===== config.mk =====
export PLATFORM = sky130hd
export DESIGN_NAME = npis_sq_unit
export DESIGN_NICKNAME = d
export VERILOG_FILES = /design/src/rtl/npis_pkg.sv /design/src/rtl/npis_sq_unit.sv
export SDC_FILE = /design/constraint.sdc
export NUM_CORES = 1
export LEC_CHECK = 0
export BUFFER_PORTS_ARGS = -buffer_cell sky130_fd_sc_hd__buf_2
export CORE_MARGIN = 8
export CORE_UTILIZATION = 50
export CTS_CLUSTER_SIZE = 10
export DETAILED_ROUTE_END_ITERATION = 10
export PLACE_DENSITY = 0.78
export SLEW_MARGIN = 20
export SYNTH_ARGS = -nofsm -noshare
export SYNTH_HDL_FRONTEND = slang
export SYNTH_SLANG_ARGS = --single-unit

===== constraint.sdc =====
create_clock -name clk -period 9.9 [get_ports clk]
set_input_delay 0.495 -clock clk [delete_from_list [all_inputs] [get_ports clk]]
set_output_delay 0.495 -clock clk [all_outputs]
set_load 0.01 [all_outputs]

===== src/rtl/npis_pkg.sv =====
// ----------------------------------------------------------------------------
// npis_pkg
// shared types, widths and codes for the nearest point intensity search
// ----------------------------------------------------------------------------
package npis_pkg;

	localparam int TARGET_DEPTH  = 1024;
	localparam int IDX_W         = $clog2(TARGET_DEPTH);
	localparam int CNT_W         = $clog2(TARGET_DEPTH + 1);
	localparam int VAL_W         = 16;
	localparam int SQ_W          = 2 * VAL_W;
	localparam int DIST_W        = 37;
	localparam int MATCH_INDEX_W = 10;
	localparam int IN_DATA_W     = 4 * VAL_W;
	localparam int OUT_BITS      = MATCH_INDEX_W + DIST_W + 4 * VAL_W;
	localparam int OUT_DATA_W    = ((OUT_BITS + 7) / 8) * 8;
	localparam int OUT_PAD_W     = OUT_DATA_W - OUT_BITS;

	typedef logic [1:0] mode_t;
	localparam mode_t MODE_LOAD  = 2'd0;
	localparam mode_t MODE_QUERY = 2'd1;
	localparam mode_t MODE_CLEAR = 2'd2;

	typedef logic [1:0] metric_t;
	localparam metric_t METRIC_XYZ  = 2'd0;
	localparam metric_t METRIC_INT  = 2'd1;
	localparam metric_t METRIC_BOTH = 2'd2;

	typedef logic [1:0] cfg_idx_t;
	localparam cfg_idx_t CFG_METRIC = 2'd0;
	localparam cfg_idx_t CFG_LIMIT  = 2'd1;

	typedef logic [1:0] field_t;
	localparam field_t FIELD_X = 2'd0;
	localparam field_t FIELD_Y = 2'd1;
	localparam field_t FIELD_Z = 2'd2;
	localparam field_t FIELD_I = 2'd3;

	localparam metric_t           METRIC_RESET = METRIC_BOTH;
	localparam logic [DIST_W-1:0] LIMIT_RESET  = 37'd65536000000;

	// pos_x sits in the low bits
	typedef struct packed {
		logic [VAL_W-1:0] intensity;
		logic [VAL_W-1:0] pos_z;
		logic [VAL_W-1:0] pos_y;
		logic [VAL_W-1:0] pos_x;
	} point_t;

	function automatic logic [VAL_W-1:0] point_field(point_t p, field_t f);
		logic [VAL_W-1:0] v;
		case (f)
			FIELD_X: v = p.pos_x;
			FIELD_Y: v = p.pos_y;
			FIELD_Z: v = p.pos_z;
			default: v = p.intensity;
		endcase
		return v;
	endfunction

endpackage


===== src/rtl/npis_sq_unit.sv =====
// ----------------------------------------------------------------------------
// npis_sq_unit
// shared squared difference unit, one signed 16-bit field pair per cycle while en is high
// ----------------------------------------------------------------------------
module npis_sq_unit (
	input  logic                           clk,
	input  logic                           en,
	input  logic [npis_pkg::VAL_W-1:0]     a,
	input  logic [npis_pkg::VAL_W-1:0]     b,
	output logic [npis_pkg::SQ_W-1:0]      sq_q
);

	logic signed [npis_pkg::VAL_W:0] ax;
	logic signed [npis_pkg::VAL_W:0] bx;
	logic signed [npis_pkg::VAL_W:0] diff;
	logic [npis_pkg::VAL_W-1:0]      mag;

	assign ax   = $signed({a[npis_pkg::VAL_W-1], a});
	assign bx   = $signed({b[npis_pkg::VAL_W-1], b});
	assign diff = ax - bx;
	assign mag  = diff[npis_pkg::VAL_W] ? npis_pkg::VAL_W'(-diff)
		: diff[npis_pkg::VAL_W-1:0];

	always_ff @(posedge clk) begin
		if (en) begin
			sq_q <= npis_pkg::SQ_W'(mag) * npis_pkg::SQ_W'(mag);
		end
	end

endmodule


# == Word-level counts from Yosys, hierarchy flattened ==
# Index checks and enable logic that the tools add are counted.
# op_classes
add_sub_neg,2
mul,1
n_mux,1
# ops
cell,n
multiplier 16 x 16 -> 32 bit,1
subtractor 16 x 16 -> 17 bit,1
two-way mux 16 bit,1
negator 16 bit,1
# word_totals
regBits,32
in_bits,34
word_cells,5

# == Logic depth before layout (Yosys ltp) ==
# Gate-level depths: netlist of run 1.
# depth
depth_word,4
ltp_mapped,39
ltp_nobuf,37

# == Worst setup path before layout of run 1 ==
# OpenSTA, ideal clock, no wires.
# synth_timing
kind,input -> register
startpoint,input a[0] in the netlist's numbering
endpoint,"register sq_q[31] in the netlist's numbering, data pin"
setup_time_ps,259
arrival_time_ps,8576
required_ps,9641
path_slack_ps,1065
stages,33
path_buffers,2
cell_sequence,inv_1 ha_1 fa_1 nor2b_1 o21ai_0 xnor2_1 nor4b_1 and4_1 and4_1 clkbuf_1 a21oi_1 xnor2_1 buf_2 nand2_1 fa_1 inv_1 fa_1 fa_1 fa_1 fa_1 inv_1 fa_1 inv_1 ha_1 a21o_1 a21o_1 a2111oi_0 o21ai_0 o211ai_1 a31oi_1 a31oi_1 o21ai_0 xnor2_1
# synth_via
elab_chain_len,4
# synth_rtl
item,line,rtl
start: declaration,npis_sq_unit.sv:8,"input logic [npis_pkg::VAL_W-1:0] a,"
subtractor 16 x 16 -> 17 bit *,npis_sq_unit.sv:20,assign diff = ax - bx;
negator 16 bit,npis_sq_unit.sv:21,assign mag = diff[npis_pkg::VAL_W] ? npis_pkg::VAL_W'(-diff)
two-way mux 16 bit *,npis_sq_unit.sv:21,
multiplier 16 x 16 -> 32 bit *,npis_sq_unit.sv:26,sq_q <= npis_pkg::SQ_W'(mag) * npis_pkg::SQ_W'(mag);
end signal: assignment,npis_sq_unit.sv:26,
end: declaration,npis_sq_unit.sv:10,output logic [npis_pkg::SQ_W-1:0] sq_q
# Mark *: on every way between the ends. The rest lies on a longest branch, timed or not.
# A chain may end at the register's enable or synchronous reset.

# == Worst setup path after layout of run 1 ==
# layout_timing
startpoint,input a[3] in the netlist's numbering
endpoint,"register sq_q[31] in the netlist's numbering, data pin"
# The elaborated chain is that of the path after synthesis.

==> results of run 1 <==
-- worst max-delay path, delay by kind of cell --
kind                       cells  cell delay (ps)
buffers and inverters          6              720
AOI/OAI and AO/OA             12             3140
adders and majority gates      8             3880
xor gates and xnor gates       2              260
and+or+nand+nor                3              860
-- layer usage --
layer / up-vias / global-route usage / part of all wire
met5: - / 0 / 0
met4: 0 / 0.0646 / 0.025
met3: 37 / 0.0313 / 0.055
met2: 185 / 0.335 / 0.52
met1: 3455 / 0.210 / 0.40
li1: 3349 / - / -
-- kinds of logic after synthesis --
family	synth area share
xor+xnor	0.0563
compound gates	0.0990
simple gates	0.123
flops	0.0988
other cells	0.000398
buf+inv	0.122
fa+ha+maj	0.501
-- metrics by stage --
step / TNS (ps) / cells / hold WS [ps]
after floorplan: 0 / 1033 / 607
after global placement: 0 / 1331 / 906
after detailed placement: 0 / 1331 / 906
after CTS: 0 / 1338 / 843
after global routing: -9.16 / 1338 / 865
final: 0 / 1338 / 834
-- worst max-delay path by stage --
stage	start	end	depth (start not counted)
after floorplan	a[0]	sq_q[31]	33
after global placement	a[5]	sq_q[31]	35
after detailed placement	a[5]	sq_q[31]	35
after CTS	a[0]	sq_q[31]	37
after global routing	a[0]	sq_q[31]	34
final	a[3]	sq_q[31]	31
-- cell type report --
cell class                 count  area share
inverter                     272       0.100
clock buffer                   5      0.0123
timing repair buffer          85      0.0468
tap                          234      0.0287
clock inverter                 2    0.000858
sequential                    31      0.0912
multi-input combinational    709       0.720
-- layout by cell type, fill, tap and decap left out, types with 19 or more instances in the layout --
master    instances
a21oi_1          33
and2_1           22
buf_2            64
buf_4            21
edfxtp_1         31
fa_1            167
ha_1            110
inv_1           265
nand2_1          81
nor2_1           67
o21ai_0          19
xnor2_1          37
==> summary.txt, run 1 <==
Yosys cell types: 67
Row count: 50
Initial Utilization: 0.507
Final Hold Viols: 0
Number of flops mapped to enable cells by yosys: 31
Mapped Area: 0.00942 mm^2
Largest registers: sq_q: 31 flops
DRC viols: 0
Fill cells: 1621
First-pass iteration count of the detailed router: 5
Placed cell areas: 0.0101 mm^2
Top-count cell post-synth: inv_1
Status: finished, final reports clean
Multi-input logic area: 0.00736 mm^2
Max reg flops: 31
Pin count of the biggest net entering global routing: 32
Wire length per cell: 15.0 um
Max-slew violations: 0
Final core utilization: 0.550
Final net count: 1415
Register with the most flip-flops: sq_q
Worst hold path class: in2reg
Postcts setup bufs: 0
Area delta synth->final: 8.42%
Post-Syn Nets: 1344
Die Y: 153 um
Critical setup path kind: in2reg
Worst Setup Slack, final: 594 ps
Die outline width: 153 um
Worst path max stage delay: 670 ps
Io pins: 66
Hold_sp: en
ANT nets after route: 0
Fin crit period: 9310 ps
Synth warnings: 0
Fraction of registers with async set/reset: 0
Initial antenna violation count: 0
Crit path arrival time: 9350 ps
Global Route Usage Sum: 0.182
Max Cap Viol: 0
Vias in the first global route: 7790
Mapped Avg Cell Area: 9.12 um^2
Core area: 0.0186 mm^2
Die area: 0.0235 mm^2
Largest area contributor in the netlist: fa_1
Final instance area: 0.0102 mm^2
Worst setup EP type: flop
Drt initial violations: 369
Via count: 7026
Worst Tran Pin Value: 805 ps
GRT overflow: 0
Htree depth: 2
ANT cells: 0
Critical-path top delay cell: o41ai_1
Main synth FF type: edfxtp_1
Largest cells by area after synthesis: fa_1 35%, ha_1 15%, inv_1 11%
Cts repair resizes: 0
#FFs+latches synth: 31
CTS tree: built
Worst EP required: 9950 ps
TritonCTS Buffers: 5
Buffers on Ports: 64
Share of layout cells above drive strength 1: 0.113
Final period util: 0.940
Yosys top cell area share: 0.355
First-pass GRT wire length: 35200 um
Slew headroom: 0.463
WL final: 20000 um
Max Clk Rate: 107 MHz
Via density: 5.25
Synthesized instance count: 1033
DPL Wire Length: 17000 um
Post-synth top cells: 265 x inv_1, 167 x fa_1, 110 x ha_1
Hold Crit Endpoint: sq_q[4]
Crit path top cell by count: fa_1
Post-synthesis sequential area ratio: 0.0988
Clock slew at reported path FFs: 60 ps
Setup-failing EPs final: 0
Final Wtd Congestion: 0.872
Hold buffers post-CTS: 0
WHS Path Cells: 1
Startpoint Class: input pin
Pre-CTS setup slack: 179 ps
Clock sink total: 31
Root cell of the clock tree: clkbuf_16
Maximum root-to-sink buffer count: 2
FF+latch area: 931 um^2
Worst-path maximum fanout: 13
Power of run 1 is not shown: default switching activity piles up to over one toggle a cycle in this logic, so the estimate is an artifact.
==> run 2: changes to the inputs <==
--- a/config.mk
+++ b/config.mk
@@ -6,11 +6,13 @@
 export NUM_CORES = 1
 export LEC_CHECK = 0
 export BUFFER_PORTS_ARGS = -buffer_cell sky130_fd_sc_hd__buf_2
-export CORE_MARGIN = 8
+export CORE_MARGIN = 2
 export CORE_UTILIZATION = 50
+export CTS_CLUSTER_DIAMETER = 30
 export CTS_CLUSTER_SIZE = 10
 export DETAILED_ROUTE_END_ITERATION = 10
 export PLACE_DENSITY = 0.78
+export REMOVE_ABC_BUFFERS = 1
 export SLEW_MARGIN = 20
 export SYNTH_ARGS = -nofsm -noshare
 export SYNTH_HDL_FRONTEND = slang
==> run 2 against run 1 <==
Via count up 0.84%. Count of clock-buffer cells in the layout unchanged. Fmax down 1.3%.
==> summary.txt, run 2 (synthesis results as in run 1) <==
Drt initial violations: 416 (+13%)
Wire length per cell: 14.4 um (-3.5%)
Slew headroom: 0.483 (+0.0197)
Area delta synth->final: 8.70%
Htree depth: 2 (unchanged)
Hold Crit Endpoint: sq_q[5]
Most common library cell in the layout ignoring fill and taps: inv_1
GRT overflow: 0 (unchanged)
Worst-path maximum fanout: 6 (-7)
Fin crit period: 9430 ps (+126 ps)
Max reg flops: 31 (unchanged)
Clock sink total: 31 (unchanged)
TritonCTS Buffers: 5 (unchanged)
Root cell of the clock tree: clkbuf_16
Worst path max stage delay: 670 ps (about the same)
Crit path top cell by count: fa_1
WL final: 19400 um (-3.2%)
Status: finished, final reports clean
Row count: 50 (unchanged)
Register with the most flip-flops: sq_q
WHS Path Cells: 1 (unchanged)
Crit path arrival time: 9470 ps (+120 ps)
Critical-path top delay cell: o41ai_1
Max-slew violations: 0 (unchanged)
Die outline width: 141 um (-7.8%)
Max Clk Rate: 106 MHz (-1.3%)
Die Y: 141 um (-7.8%)
Pin count of the biggest net entering global routing: 32 (unchanged)
DP Cell Count: 1335 (+0.30%)
Setup-failing EPs final: 0 (unchanged)
Worst hold path class: in2reg
CTS tree: built
Clock slew at reported path FFs: 60 ps (about the same)
Final period util: 0.953 (+0.0127)
Setup_tns: 0 ps (unchanged)
Final core utilization: 0.551 (+0.00141)
Io pins: 66 (unchanged)
Commonest cells after routing, fill and taps aside: 264 x inv_1, 167 x fa_1, 110 x ha_1, 81 x nand2_1, 67 x nor2_1
Maximum root-to-sink buffer count: 2 (unchanged)
DPL Wire Length: 16700 um (-1.9%)
Max Cap Viol: 0 (unchanged)
Vias in the first global route: 7642 (-1.9%)
Initial antenna violation count: 0 (unchanged)
ANT cells: 0 (unchanged)
First-pass iteration count of the detailed router: 5 (unchanged)
Via count: 7085 (+0.84%)
Critical setup path kind: in2reg
RSZ-0062 raised after global routing: no
Die area: 0.0200 mm^2 (-15%)
Hold_sp: en
ANT nets after route: 0 (unchanged)
Worst EP required: 9940 ps (about the same)
Via density: 5.28 (+0.54%)
DRC viols: 0 (unchanged)
Worst setup EP type: flop
Global Route Usage Sum: 0.216 (+0.0331)
First-pass GRT wire length: 35000 um (-0.51%)
Share of layout cells above drive strength 1: 0.116 (+0.00320)
Startpoint Class: input pin
Core area: 0.0186 mm^2 (unchanged)
Non-filler instance count after layout: 1342 (+0.30%)
Final Wtd Congestion: 0.867 (-0.66%)
Initial Utilization: 0.507 (unchanged)
Worst Tran Pin Value: 776 ps (-29.5 ps)
Buffers on Ports: 64 (unchanged)
Final net count: 1419 (+0.28%)
Final Hold Viols: 0 (unchanged)
Largest registers: sq_q: 31 flops
[run 2: metrics by stage]
stage | hold slack (ps) | area [um^2] | setup slack (ps)
global route | 871 | 10200 | 47.8
global placement | 905 | 10100 | 415
floorplan | 607 | 9300 | 730
detailed placement | 905 | 10100 | 88.6
finish | 822 | 10200 | 468
CTS | 845 | 10200 | 346
[run 2: routing by layer]
metal	vias to the layer above	share of wire	GRT usage
li1	3380	-	-
met1	3440	0.41	0.269
met2	212	0.51	0.381
met3	53	0.058	0.0395
met4	0	0.029	0.0679
met5	-	0	0
[run 2: worst max path at each step]
stage | cells after the start | endpoint | slack (ps) | startpoint
final | 31 | sq_q[31] | 470 | a[3]
after global routing | 34 | sq_q[31] | 50 | a[0]
after CTS | 32 | sq_q[31] | 350 | a[5]
after detailed placement | 32 | sq_q[31] | 90 | a[5]
after global placement | 32 | sq_q[31] | 410 | a[5]
after floorplan | 31 | sq_q[31] | 730 | b[5]
[run 2: critical path, delay by kind of cell]
kind                     cells  cell delay [ps]
adder cells (fa/ha/maj)      8             3940
AO/OA/AOI/OAI               12             3300
AND/OR/NAND/NOR              3              810
buffers and inverters        6              630
XOR/XNOR                     2              260
[run 2: area by class of cell]
class | instances | area, um^2
well taps | 234 | 293
repair buffers | 89 | 508
fillers | 1631 | 8340
flip-flops and latches | 31 | 931
inverters | 272 | 1020
multi-input cells | 709 | 7350
clock buffers | 5 | 125
clock inverters | 2 | 8.76
[run 2: what timing repair did]
action,4_1_cts,5_1_grt
resized for setup,0,4
hold buffers,0,0
endpoints found under the setup margin,0,1
endpoints found under the hold margin,0,0
setup buffers,0,0
Power of run 2 is left out for the same reason.
==> run 3: changes to the inputs <==
--- a/config.mk
+++ b/config.mk
@@ -6,6 +6,7 @@
 export NUM_CORES = 1
 export LEC_CHECK = 0
 export BUFFER_PORTS_ARGS = -buffer_cell sky130_fd_sc_hd__buf_2
+export CORE_ASPECT_RATIO = 0.75
 export CORE_MARGIN = 2
 export CORE_UTILIZATION = 50
 export CTS_CLUSTER_DIAMETER = 30
==> run 3 against run 2 <==
Hold slack gained 19 ps. Via count shrank 0.55%. Non-clock buffer count decreased by 2. Critical path type unchanged. Sequential share of layout area about the same. Critical path depth is 3 higher. Fmax rose by 1.1%. First-iteration DRC count up 6.0%.
==> summary.txt, run 3 (synthesis results as in run 1) <==
Status: finished, final reports clean
Via count: 7046 (-0.55%)
Crit path arrival time: 9370 ps (-100 ps)
Setup_tns: 0 ps (unchanged)
DPL Wire Length: 17300 um (+3.2%)
Worst Tran Pin Value: 804 ps (+28.6 ps)
CTS tree: built
ANT cells: 0 (unchanged)
Drt initial violations: 441 (+6.0%)
M1 GR Usage: 0.312 (+0.0431)
Area delta synth->final: 8.94%
Initial antenna violation count: 0 (unchanged)
Htree depth: 2 (unchanged)
Die outline width: 162 um (+15%)
Postcts setup bufs: 0 (unchanged)
Register with the most flip-flops: sq_q
Crit path top cell by count: fa_1
Initial Utilization: 0.510 (+0.00347)
Root cell of the clock tree: clkbuf_16
M3 GR Usage: 0.0473 (+0.00783)
DRC viols: 0 (unchanged)
Max reg flops: 31 (unchanged)
Max Cap Viol: 0 (unchanged)
Clock slew at reported path FFs: 50 ps (about the same)
Largest registers: sq_q: 31 flops
Io pins: 66 (unchanged)
Max-slew violations: 0 (unchanged)
Buffers on Ports: 64 (unchanged)
CP Buf/Inv Count: 8 (+2)
Die Y: 123 um (-13%)
GRT overflow: 0 (unchanged)
Final Wtd Congestion: 0.892 (+2.9%)
RSZ-0062 raised after global routing: no
Global Route Usage Sum: 0.226 (+0.00997)
Slew headroom: 0.464 (-0.0190)
Most common library cell in the layout ignoring fill and taps: inv_1
Vias in the first global route: 7500 (-1.9%)
Worst path max stage delay: 580 ps (-90 ps)
Worst hold path class: in2reg
Wire length per cell: 14.9 um (+3.4%)
Critical-path top delay cell: fa_1
Worst-path maximum fanout: 16 (+10)
Die area: 0.0200 mm^2 (about the same)
GRT Max-Usage Layer: met2
Max Clk Rate: 107 MHz (+1.1%)
Final period util: 0.943 (-0.0100)
Core area: 0.0185 mm^2 (-0.68%)
M2 GR Usage: 0.369 (-0.0123)
First-pass iteration count of the detailed router: 5 (unchanged)
First-pass GRT wire length: 35400 um (+1.1%)
Via density: 5.21 (-1.4%)
ANT nets after route: 0 (unchanged)
Pin count of the biggest net entering global routing: 32 (unchanged)
Worst setup EP type: flop
Critical path's top delay family: adder cells
Fin crit period: 9330 ps (-99.1 ps)
TritonCTS Buffers: 5 (unchanged)
Share of layout cells above drive strength 1: 0.118 (+0.00111)
Clock sink total: 31 (unchanged)
Maximum root-to-sink buffer count: 2 (unchanged)
Final net count: 1417 (-0.14%)
Critical setup path kind: in2reg
Setup-failing EPs final: 0 (unchanged)
Worst EP required: 9940 ps (about the same)
WL final: 20200 um (+4.2%)
Final Hold Viols: 0 (unchanged)
Startpoint Class: input pin
Row count: 43 (-14%)
Commonest cells after routing, fill and taps aside: 264 x inv_1, 167 x fa_1, 110 x ha_1, 81 x nand2_1, 67 x nor2_1
[run 3: area by class of cell]
type	instances	area, um^2
fillers	1644	8190
multi-input cells	709	7370
inverters	272	1020
flip-flops and latches	31	931
repair buffers	87	493
well taps	247	309
clock buffers	5	125
clock inverters	2	8.76
[run 3: path summary, 6_finish.rpt]
kind | from | cells past startpoint | endpoint | slack, ps
worst max-delay path | b[5] | 34 | sq_q[31] | 570
worst min-delay path | en | 1 | sq_q[25] | 840
[run 3: per-layer routing]
| layer | wire (um) | part of all wire |
|---|---|---|
| met5 | 0 | 0 |
| met4 | 309 | 0.015 |
| met3 | 1440 | 0.071 |
| met2 | 9220 | 0.46 |
| met1 | 9210 | 0.46 |
[run 3: repair_timing]
item / in CTS / in global routing
gates resized for setup: 0 / 6
hold buffers: 0 / 0
setup endpoints to repair: 0 / 5
[run 3: metrics by stage]
step	cell area, um^2	hold slack, ps	util	worst slack (ps)	std cells
after CTS	10200	850	0.554	334	1353
after detailed placement	10100	903	0.547	69.1	1346
final	10300	841	0.556	567	1353
after global routing	10300	876	0.556	7.17	1353
after floorplan	9300	607	-	730	1012
after global placement	10100	908	0.547	362	1346
Power of run 3 is left out for the same reason.
